## src/hw/rtl/bct_pkg.sv

```systemverilog
// Shared codes and widths for the brew controller with timed pour.
`default_nettype none

package bct_pkg;

   // Field widths.
   localparam int unsigned OP_W      = 4;
   localparam int unsigned SEC_W     = 10;
   localparam int unsigned TOGGLE_W  = 2;
   localparam int unsigned TEMP_W    = 2;
   localparam int unsigned CMD_W     = 3;
   localparam int unsigned TPS_W     = 10;
   localparam int unsigned TICKS_W   = 20;

   // Ticks-per-second register limits.
   localparam logic [TPS_W-1:0] TPS_MIN   = 10'd1;
   localparam logic [TPS_W-1:0] TPS_MAX   = 10'd1000;
   localparam logic [TPS_W-1:0] TPS_RESET = 10'd1000;

   // Input operation codes.
   localparam logic [OP_W-1:0] OP_TICK  = 4'd0;
   localparam logic [OP_W-1:0] OP_OFF   = 4'd1;
   localparam logic [OP_W-1:0] OP_POUR  = 4'd2;
   localparam logic [OP_W-1:0] OP_STOP  = 4'd3;
   localparam logic [OP_W-1:0] OP_COOL  = 4'd4;
   localparam logic [OP_W-1:0] OP_BOIL  = 4'd5;
   localparam logic [OP_W-1:0] OP_STEAM = 4'd6;
   localparam logic [OP_W-1:0] OP_BREW  = 4'd7;
   localparam logic [OP_W-1:0] OP_QUERY = 4'd8;

   // Active command codes.
   localparam logic [CMD_W-1:0] CMD_OFF   = 3'd0;
   localparam logic [CMD_W-1:0] CMD_POUR  = 3'd1;
   localparam logic [CMD_W-1:0] CMD_STOP  = 3'd2;
   localparam logic [CMD_W-1:0] CMD_COOL  = 3'd3;
   localparam logic [CMD_W-1:0] CMD_BOIL  = 3'd4;
   localparam logic [CMD_W-1:0] CMD_STEAM = 3'd5;
   localparam logic [CMD_W-1:0] CMD_BREW  = 3'd6;

   // Boiler temperature classes, sensed and targeted.
   localparam logic [TEMP_W-1:0] TEMP_COLD  = 2'd0;
   localparam logic [TEMP_W-1:0] TEMP_BOIL  = 2'd1;
   localparam logic [TEMP_W-1:0] TEMP_STEAM = 2'd2;

   // Panel toggle positions.
   localparam logic [TOGGLE_W-1:0] TGL_OFF   = 2'd0;
   localparam logic [TOGGLE_W-1:0] TGL_BOIL  = 2'd1;
   localparam logic [TOGGLE_W-1:0] TGL_STEAM = 2'd2;
   localparam logic [TOGGLE_W-1:0] TGL_POUR  = 2'd3;

endpackage

`default_nettype wire

```

## src/hw/rtl/brew_controller_with_timed_pour.sv

```systemverilog
// Top level of the brew controller: command decode, timed pour and result register.
`default_nettype none

// The block takes one item (tick, panel command or done query) per clock and
// returns exactly one result for it, registered in the cycle after the input transfer. All
// work for an item is a single pass of short logic from the held controller
// state into the result register, so a new item is taken every cycle while the
// result side keeps up; req_stall rises only when the result register is full
// and rsp_stall holds it. The brew length is seconds times ticks_per_second from
// one 10 by 10 bit multiplier in that pass. There is no start-up sweep: the
// block is ready in the first cycle after reset. Write ticks_per_second only
// while no item is in flight.
module brew_controller_with_timed_pour #(
   parameter int unsigned MAX_SECONDS = 1023
) (
   input  wire logic                            clock,
   input  wire logic                            reset,
   // Input channel
   input  wire logic                            req_valid,
   output      logic                            req_stall,
   input  wire logic [bct_pkg::OP_W-1:0]        req_op,
   input  wire logic [bct_pkg::SEC_W-1:0]       req_seconds,
   input  wire logic [bct_pkg::TOGGLE_W-1:0]    req_toggle_position,
   input  wire logic                            req_toggled,
   input  wire logic [bct_pkg::TEMP_W-1:0]      req_boiler_temp,
   // Result channel
   output      logic                            rsp_valid,
   input  wire logic                            rsp_stall,
   output      logic                            rsp_pump_on,
   output      logic [bct_pkg::TEMP_W-1:0]      rsp_target_temp,
   output      logic                            rsp_accepted,
   output      logic                            rsp_done_led,
   output      logic                            rsp_done_reported,
   output      logic [bct_pkg::TICKS_W-1:0]     rsp_time_left,
   output      logic [bct_pkg::CMD_W-1:0]       rsp_active_command,
   // Configuration port
   input  wire logic                            csr_wr_en,
   input  wire logic [bct_pkg::TPS_W-1:0]       csr_wr_data
);

   import bct_pkg::*;

   // Largest brew length in seconds that the seconds field can carry.
   localparam int unsigned SecFieldMax = (1 << SEC_W) - 1;
   localparam int unsigned SecCapInt   = (MAX_SECONDS > SecFieldMax) ? SecFieldMax
                                                                    : MAX_SECONDS;
   localparam logic [SEC_W-1:0] SecCap = SEC_W'(SecCapInt);

   // Controller state
   logic [CMD_W-1:0]   cmd_ff,   cmd_in;
   logic               pump_ff,  pump_in;
   logic [TEMP_W-1:0]  tgt_ff,   tgt_in;
   logic [TICKS_W-1:0] rem_ff,   rem_in;
   logic               pour_ff,  pour_in;
   logic               done_ff,  done_in;
   logic [TPS_W-1:0]   tps_ff,   tps_in;

   // Result register
   logic               rsp_valid_ff, rsp_valid_in;
   logic               rsp_pump_ff;
   logic [TEMP_W-1:0]  rsp_tgt_ff;
   logic               rsp_acc_ff;
   logic               rsp_led_ff;
   logic               rsp_rep_ff;
   logic [TICKS_W-1:0] rsp_rem_ff;
   logic [CMD_W-1:0]   rsp_cmd_ff;

   logic               in_xfer;
   logic               acc_in;
   logic               rep_in;
   logic [SEC_W-1:0]   secs_sat;
   logic [TICKS_W-1:0] brew_ticks;
   logic [TICKS_W-1:0] rem_dec;

   // An input transfer happens unless a full result register is held.
   assign req_stall = rsp_valid_ff & rsp_stall;
   assign in_xfer   = req_valid & ~req_stall;

   // Brew length in ticks; 1023 * 1000 still fits in twenty bits.
   assign secs_sat   = (req_seconds > SecCap) ? SecCap : req_seconds;
   assign brew_ticks = {{(TICKS_W-SEC_W){1'b0}}, secs_sat}
                     * {{(TICKS_W-TPS_W){1'b0}}, tps_ff};

   // Configuration write, clamped into the supported range.
   always_comb begin
      tps_in = tps_ff;
      if (csr_wr_en) begin
         if (csr_wr_data < TPS_MIN) begin
            tps_in = TPS_MIN;
         end else if (csr_wr_data > TPS_MAX) begin
            tps_in = TPS_MAX;
         end else begin
            tps_in = csr_wr_data;
         end
      end
   end

   // Next controller state and result flags for the item at the input.
   always_comb begin
      cmd_in  = cmd_ff;
      pump_in = pump_ff;
      tgt_in  = tgt_ff;
      rem_in  = rem_ff;
      pour_in = pour_ff;
      done_in = done_ff;
      acc_in  = 1'b0;
      rep_in  = 1'b0;
      rem_dec = rem_ff - TICKS_W'(1);

      unique case (req_op) inside
         OP_TICK: begin
            // A moved toggle acts as the matching panel command.
            if (req_toggled) begin
               rem_in  = '0;
               pour_in = 1'b0;
               unique case (req_toggle_position)
                  TGL_BOIL: begin
                     pump_in = 1'b0;
                     tgt_in  = TEMP_BOIL;
                     cmd_in  = CMD_BOIL;
                  end
                  TGL_STEAM: begin
                     pump_in = 1'b0;
                     tgt_in  = TEMP_STEAM;
                     cmd_in  = CMD_STEAM;
                  end
                  TGL_POUR: begin
                     pump_in = 1'b1;
                     tgt_in  = TEMP_COLD;
                     cmd_in  = CMD_POUR;
                  end
                  default: begin
                     pump_in = 1'b0;
                     tgt_in  = TEMP_COLD;
                     cmd_in  = CMD_OFF;
                  end
               endcase
            end
            // Timed pour: count down while pouring, resume when boiling.
            if (rem_in != '0) begin
               if (pour_in) begin
                  rem_in = rem_dec;
                  if (rem_dec == '0) begin
                     pump_in = 1'b0;
                     tgt_in  = TEMP_COLD;
                     pour_in = 1'b0;
                  end else if (req_boiler_temp != TEMP_BOIL) begin
                     pump_in = 1'b0;
                     pour_in = 1'b0;
                  end
               end else if (req_boiler_temp == TEMP_BOIL) begin
                  pump_in = 1'b1;
                  pour_in = 1'b1;
               end
            end
            // Done indicator is refreshed on every tick.
            if (cmd_in == CMD_BREW) begin
               done_in = (rem_in == '0);
            end else begin
               done_in = (tgt_in != TEMP_COLD) && (req_boiler_temp == tgt_in);
            end
         end
         OP_OFF, OP_POUR, OP_STOP, OP_COOL, OP_BOIL, OP_STEAM: begin
            // Plain commands are taken only with the toggle off.
            if (req_toggle_position == TGL_OFF) begin
               acc_in  = 1'b1;
               rem_in  = '0;
               pour_in = 1'b0;
               cmd_in  = CMD_W'(req_op - OP_OFF);
               case (req_op)
                  OP_OFF: begin
                     pump_in = 1'b0;
                     tgt_in  = TEMP_COLD;
                  end
                  OP_POUR:  pump_in = 1'b1;
                  OP_STOP:  pump_in = 1'b0;
                  OP_COOL:  tgt_in  = TEMP_COLD;
                  OP_BOIL:  tgt_in  = TEMP_BOIL;
                  default:  tgt_in  = TEMP_STEAM;
               endcase
            end
         end
         OP_BREW: begin
            // A brew needs the toggle off and a nonzero length.
            if ((req_toggle_position == TGL_OFF) && (req_seconds != '0)) begin
               acc_in  = 1'b1;
               pump_in = 1'b0;
               tgt_in  = TEMP_BOIL;
               rem_in  = brew_ticks;
               pour_in = 1'b0;
               cmd_in  = CMD_BREW;
            end
         end
         OP_QUERY: begin
            // A finished brew reports once and may switch the block off.
            if ((cmd_ff == CMD_BREW) && done_ff) begin
               if (req_toggle_position == TGL_OFF) begin
                  pump_in = 1'b0;
                  tgt_in  = TEMP_COLD;
                  cmd_in  = CMD_OFF;
                  rem_in  = '0;
                  pour_in = 1'b0;
               end
               done_in = 1'b0;
               rep_in  = 1'b1;
            end else begin
               rep_in = done_ff;
            end
         end
         default: begin
            // Unused operation codes leave the state alone.
         end
      endcase
   end

   // Result valid: set by an input transfer, cleared when the result is taken.
   always_comb begin
      rsp_valid_in = rsp_valid_ff;
      if (in_xfer) begin
         rsp_valid_in = 1'b1;
      end else if (rsp_valid_ff && !rsp_stall) begin
         rsp_valid_in = 1'b0;
      end
   end

   // Control state and configuration register.
   always_ff @(posedge clock) begin
      if (reset) begin
         cmd_ff       <= CMD_OFF;
         pump_ff      <= 1'b0;
         tgt_ff       <= TEMP_COLD;
         rem_ff       <= '0;
         pour_ff      <= 1'b0;
         done_ff      <= 1'b0;
         tps_ff       <= TPS_RESET;
         rsp_valid_ff <= 1'b0;
      end else begin
         tps_ff       <= tps_in;
         rsp_valid_ff <= rsp_valid_in;
         if (in_xfer) begin
            cmd_ff  <= cmd_in;
            pump_ff <= pump_in;
            tgt_ff  <= tgt_in;
            rem_ff  <= rem_in;
            pour_ff <= pour_in;
            done_ff <= done_in;
         end
      end
   end

   // Result payload, loaded on each input transfer.
   always_ff @(posedge clock) begin
      if (in_xfer) begin
         rsp_pump_ff <= pump_in;
         rsp_tgt_ff  <= tgt_in;
         rsp_acc_ff  <= acc_in;
         rsp_led_ff  <= done_in;
         rsp_rep_ff  <= rep_in;
         rsp_rem_ff  <= rem_in;
         rsp_cmd_ff  <= cmd_in;
      end
   end

   assign rsp_valid          = rsp_valid_ff;
   assign rsp_pump_on        = rsp_pump_ff;
   assign rsp_target_temp    = rsp_tgt_ff;
   assign rsp_accepted       = rsp_acc_ff;
   assign rsp_done_led       = rsp_led_ff;
   assign rsp_done_reported  = rsp_rep_ff;
   assign rsp_time_left      = rsp_rem_ff;
   assign rsp_active_command = rsp_cmd_ff;

endmodule

`default_nettype wire

```

## config.mk

```make
export PLATFORM = sky130hd
export DESIGN_NAME = brew_controller_with_timed_pour
export DESIGN_NICKNAME = d
export VERILOG_FILES = /design/src/hw/rtl/bct_pkg.sv /design/src/hw/rtl/brew_controller_with_timed_pour.sv
export SDC_FILE = /design/constraint.sdc
export NUM_CORES = 1
export LEC_CHECK = 0
export BUFFER_PORTS_ARGS = -buffer_cell sky130_fd_sc_hd__buf_2
export CAP_MARGIN = 10
export CORE_ASPECT_RATIO = 1.1
export CORE_MARGIN = 3
export CORE_UTILIZATION = 30
export DETAILED_ROUTE_END_ITERATION = 8
export GPL_ROUTABILITY_DRIVEN = 0
export PLACE_DENSITY = 0.43
export SLEW_MARGIN = 20
export SYNTH_ARGS = -nofsm -noshare
export SYNTH_HDL_FRONTEND = slang
export SYNTH_SLANG_ARGS = --single-unit
```

## constraint.sdc

```tcl
create_clock -name clock -period 5.4 [get_ports clock]
set_input_delay 0.27 -clock clock [delete_from_list [all_inputs] [get_ports clock]]
set_output_delay 0.27 -clock clock [all_outputs]
set_load 0.01 [all_outputs]
```

======== Word level (Yosys, flattened, before mapping) ========
Cells that the tools add are included.
cells by class
  add/sub/neg operators ................... 2
  magnitude comparators ................... 3
  reduce and logical (&&, ||, !) cells .... 19
  bitwise logic cells ..................... 3
  multiply operators ...................... 1
  equality and inequality tests ........... 18
  muxes and demuxes ....................... 65
operators with widths
  operator                 number
  $mux W20                 8
  $pmux W20 S4             1
  $logic_not A20 Y1        2
  $mux W10                 3
  $mux W1                  28
  $gt A10 B10 Y1 const B   2
  $mul A10 B10 Y20         1
  $reduce_bool A20 Y1      1
  $sub A20 B1 Y20 const B  1
  $mux W2                  9
  $mux W3                  6
  $eq A4 B3 Y1 const B     4
  $pmux W3 S4              1
  $lt A10 B1 Y1 const B    1
  $reduce_bool A10 Y1      1
  $pmux W3 S3              1
  $eq A4 B2 Y1 const B     2
  $pmux W1 S4              2
  $pmux W2 S4              1
  $eq A3 B3 Y1 const B     2
  $ne A2 B1 Y1 const B     3
  $pmux W1 S2              3
  $pmux W2 S3              1
  $reduce_or A2 Y1         3
  other kinds (17)         24
storage, ports and cells
  logic and storage cells ................. 126
  register bits ........................... 68
  bits of input ports ..................... 34

======== Logic depth before layout (Yosys ltp) ========
  depth after elaboration ................. 11
  mapped depth ............................ 21

======== Least setup slack after synthesis ========
No wires, ideal clock.
  path kind ............................... register to register
  start point ............................. register tps_ff[3]
  end point ............................... register rsp_rem_ff[14] (netlist: rsp_time_left[14]) (data pin)
  setup slack ............................. 5 ps
  setup time .............................. 257 ps
  stages on the path, launching flop included .. 21
  required time ........................... 5143 ps
  data arrival time ....................... 5138 ps
  cell sequence ........................... dfxtp_1 clkbuf_1 nand2_1 fa_1 inv_1 fa_1 inv_1 fa_1 inv_1 fa_1 inv_1 fa_1 inv_1 ha_1 nor4b_1 a21boi_0 o41a_1 and2_1 or3_1 a31oi_1 inv_1
between the ends
  longest elaborated chain between the ends .. 3
ends and longest elaborated chain
  what                      line                                    text
  start: declaration        brew_controller_with_timed_pour.sv:56   logic [TPS_W-1:0] tps_ff, tps_in;
  start signal: assignment  brew_controller_with_timed_pour.sv:238  tps_ff <= tps_in;
  $mul A10 B10 Y20          brew_controller_with_timed_pour.sv:82   * {{(TICKS_W-TPS_W){1'b0}}, tps_ff};
  $mux W20                  brew_controller_with_timed_pour.sv:185  if ((req_toggle_position == TGL_OFF) && (req_seconds != '0)) begin
  $pmux W20 S4              brew_controller_with_timed_pour.sv:110  unique case (req_op) inside
  via rem_in[14]            brew_controller_with_timed_pour.sv:53   logic [TICKS_W-1:0] rem_ff, rem_in;
  end signal: assignment    brew_controller_with_timed_pour.sv:259  rsp_rem_ff <= rem_in;
  end: declaration          brew_controller_with_timed_pour.sv:65   logic [TICKS_W-1:0] rsp_rem_ff;
The timed path passes the listed nets, and every way through them passes these cells.
A chain may end at the register's enable or synchronous reset.

======== Final worst setup path ========
Ends and elaborated chain as after synthesis.

==> run summary <==
vias per cell: 5.08
Worst-Margin Slew: 1.07 ns
# nets final: 1,129
final hold vios: 0
required time worst endpoint: 5.50 ns
Psw: 1.53 mW
CTS H-tree depth: 3
DIE HEIGHT: 173 um
initial antenna violation count: 0
# fillers: 2,587
routed len/inst: 17.7 um
total of max-cap violations: 0
Synth Area in Simple Gates: 23.3%
half-perimeter wire length after placement: 17.9 mm
period utilization: 96.9%
final instance area: 0.00893 sq mm
Gate power share: 63.7%
post-layout util: 36.3%
CP endpoint kind: flop
Post-Synth XOR/XNOR Area: 2.66%
Layout area overhead: 17.9%
worst path cell trace: nand2_2 > fa_1 > inv_1 > fa_1 > inv_1 > fa_1 > inv_2 > fa_1 > inv_1 > fa_1 > inv_2 > ha_4 > buf_6 > a21oi_4 > a21boi_1 > a21boi_2 > o41a_1 > and2_4 > or3_4 > a31oi_4 > inv_1
worst-path maximum fanout: 4
via count of the first global-routing pass: 6,715
sequential power share: 17.3%
crit-path most repeated cell: fa_1
gr ovfl total: 0
root buffer cell: clkbuf_16
Power Total: 3.51 mW
# port buffers: 64
Antenna Nets Post-Route: 0
CTS tree: built
post-synthesis adder-cell area fraction: 27.3%
fmax: 0.191 GHz
Die Width: 158 um
Row Count: 60
ys async rst share: 0%
Syn Nets: 1,062
Syn Area/Cell: 8.42 sq um
Leakage: 3.96 nW
Detailed Routing Iterations Pass 1: 4
hold slack: 0.141 ns
WP buf/inv: 7
Critical Path AT: 5.33 ns
Startpoint Class: flop
DRT iter0 DRCs: 304
Post-Syn Area: 0.00758 sq mm
leading cell type in the layout, fill and taps excluded: nand2_1
number of max-slew violations in the final report: 0
Worst-Skew Late Latency: 0.35 ns
Netlist cell types: 73
Tmin final: 5.23 ns
dpl cell area: 0.00844 sq mm
switch share: 43.4%
die area: 0.0272 sq mm
Fin Clk Skew: 0.0113 ns
Post-synth EDFFs: 29
ANT cells: 0
DRC Markers: 0
sequential fraction of the synthesis area: 21.8%
initial core utilization: 30.8%
largest net degree at the start of global routing: 34
setup TNS: 0 ns
Int Power: 1.99 mW
clk buf depth: 2
Clk pwr share: 19.0%
Top delay family on crit path: adder cells
first-pass GRT wire length: 36.5 mm
drt total wl: 22.6 mm
layout cells sized above 1: 17.4%
via count: 6,516
# clock sinks: 68
delay of the slowest critical-path stage: 0.53 ns
synthesis warning total: 0
Worst-path clk slew: 0.07 ns
final setup fails: 0
status: finished clean
Ports: 65
Max VDD drop: 177 uV
relative slew slack: 28.2%
gr usage total: 16.9%
core area: 0.0246 sq mm
Main synth FF type: dfxtp_1
Slowest-stage cell, CP: fa_1
CTS buffer count: 9
Power per Cell Area: 393 mW/mm^2
Synth Area in Compound Gates: 16.7%
register bit total from synthesis: 68
largest family of logic cells by synthesized area: adder cells
most frequent cells in the layout: 100 x nand2_1, 81 x inv_1, 67 x and2_1
unrepaired setup endpoints after global routing: true
mux cell area share after synthesis: 0.941%
Mapped Cells: 900
HP Class: input pin to flop
Setup CP Type: flop to flop
R2R setup slack: 0.17 ns
final timing paths:
check / from / endpoint / depth (start not counted)
worst max-delay path: tps_ff[3]$_SDFFE_PP1P_ / rsp_time_left[14]$_DFFE_PP_ / 21
worst min-delay path: req_valid / rsp_valid$_SDFFE_PP0P_ / 2
worst max register to register: tps_ff[3]$_SDFFE_PP1P_ / rsp_time_left[14]$_DFFE_PP_ / 21
worst min register to register: cmd_ff[1]$_SDFFE_PP0P_ / cmd_ff[1]$_SDFFE_PP0P_ / 2
stage by stage:
| step | cells | worst slack, ns |
|---|---|---|
| floorplan | 900 | 0.00491 |
| global placement | 1264 | -0.125 |
| detailed placement | 1264 | -0.164 |
| CTS | 1281 | 0.0104 |
| global route | 1282 | -0.0243 |
| finish | 1282 | 0.166 |
flip-flops by register name (all words and copies together) (netlist names):
name and flops:
cmd_ff 3, done_ff 1, pour_ff 1, pump_ff 1
rem_ff 20, rsp_accepted 1, rsp_active_command 3, rsp_done_led 1
rsp_done_reported 1, rsp_pump_on 1, rsp_target_temp 2, rsp_time_left 20
rsp_valid 1, tgt_ff 2, tps_ff 10
power groups by stage:
stage	combinational, mW	clock, mW	sequential [mW]
6_report	2.24	0.666	0.608
5_1_grt	2.53	0.698	0.614
3_3_place_gp	2.08	0	0.621
4_1_cts	2.15	0.684	0.609
3_5_place_dp	2.07	0	0.620
2_1_floorplan	1.48	0	0.608
logic make-up after synthesis:
kind of cell | Yosys count
simple gates | 341
buf+inv | 145
fa+ha+maj | 128
mux | 7
compound gates | 188
xor+xnor | 23
flops | 68
metal layers:
| layer | GRT usage [%] | routed length [um] | vias to the layer above |
|---|---|---|---|
| met4 | 3.98 | 275 | 0 |
| met3 | 1.68 | 515 | 18 |
| met5 | 0 | 0 | - |
| li1 | - | - | 3246 |
| met2 | 30.5 | 11700 | 81 |
| met1 | 21.5 | 10100 | 3171 |
cells in the mapped netlist, drive strengths merged (9+ instances only):
master	count	share of area, %
a31oi	13	1.1
or3	9	0.74
nand2b	13	1.1
inv	85	4.2
nor3	20	1.4
ha	66	11
nand2	102	5.1
a21oi	40	2.7
edfxtp	29	11
nand3	20	1.3
o21ai	45	3.0
fa	62	16
xnor2	17	2.0
clkbuf	57	2.8
o211ai	9	0.89
nor4	9	0.94
and2	68	5.6
dfxtp	39	10
nor2	55	2.7
cell type report:
type	instances	area [sq um]	area share, %
clock buffers	9	225	2.52
inverters	85	319	3.57
repair buffers	116	731	8.18
flip-flops and latches	68	1670	18.7
clock inverters	7	98.8	1.11
well taps	310	388	4.34
multi-input cells	687	5510	61.6
worst register-to-register path, cell delays in order (launching register included):
cell and delay, ns:
dfxtp_4 0.36, nand2_2 0.05, fa_1 0.53, inv_1 0.05, fa_1 0.47, inv_1 0.05, fa_1 0.51, inv_2 0.04
fa_1 0.52, inv_1 0.05, fa_1 0.51, inv_2 0.05, ha_4 0.16, buf_6 0.12, a21oi_4 0.13, a21boi_1 0.07
a21boi_2 0.16, o41a_1 0.39, and2_4 0.17, or3_4 0.33, a31oi_4 0.20, inv_1 0.05
timing repair:
item / 4_1_cts / 5_1_grt
hold buffers: 0 / 0
pin swaps: 4 / 20
setup buffers: 1 / 1
gates resized for setup: 18 / 24
endpoints found under the setup margin: 8 / 11
Power figures use the tool's default switching activity.
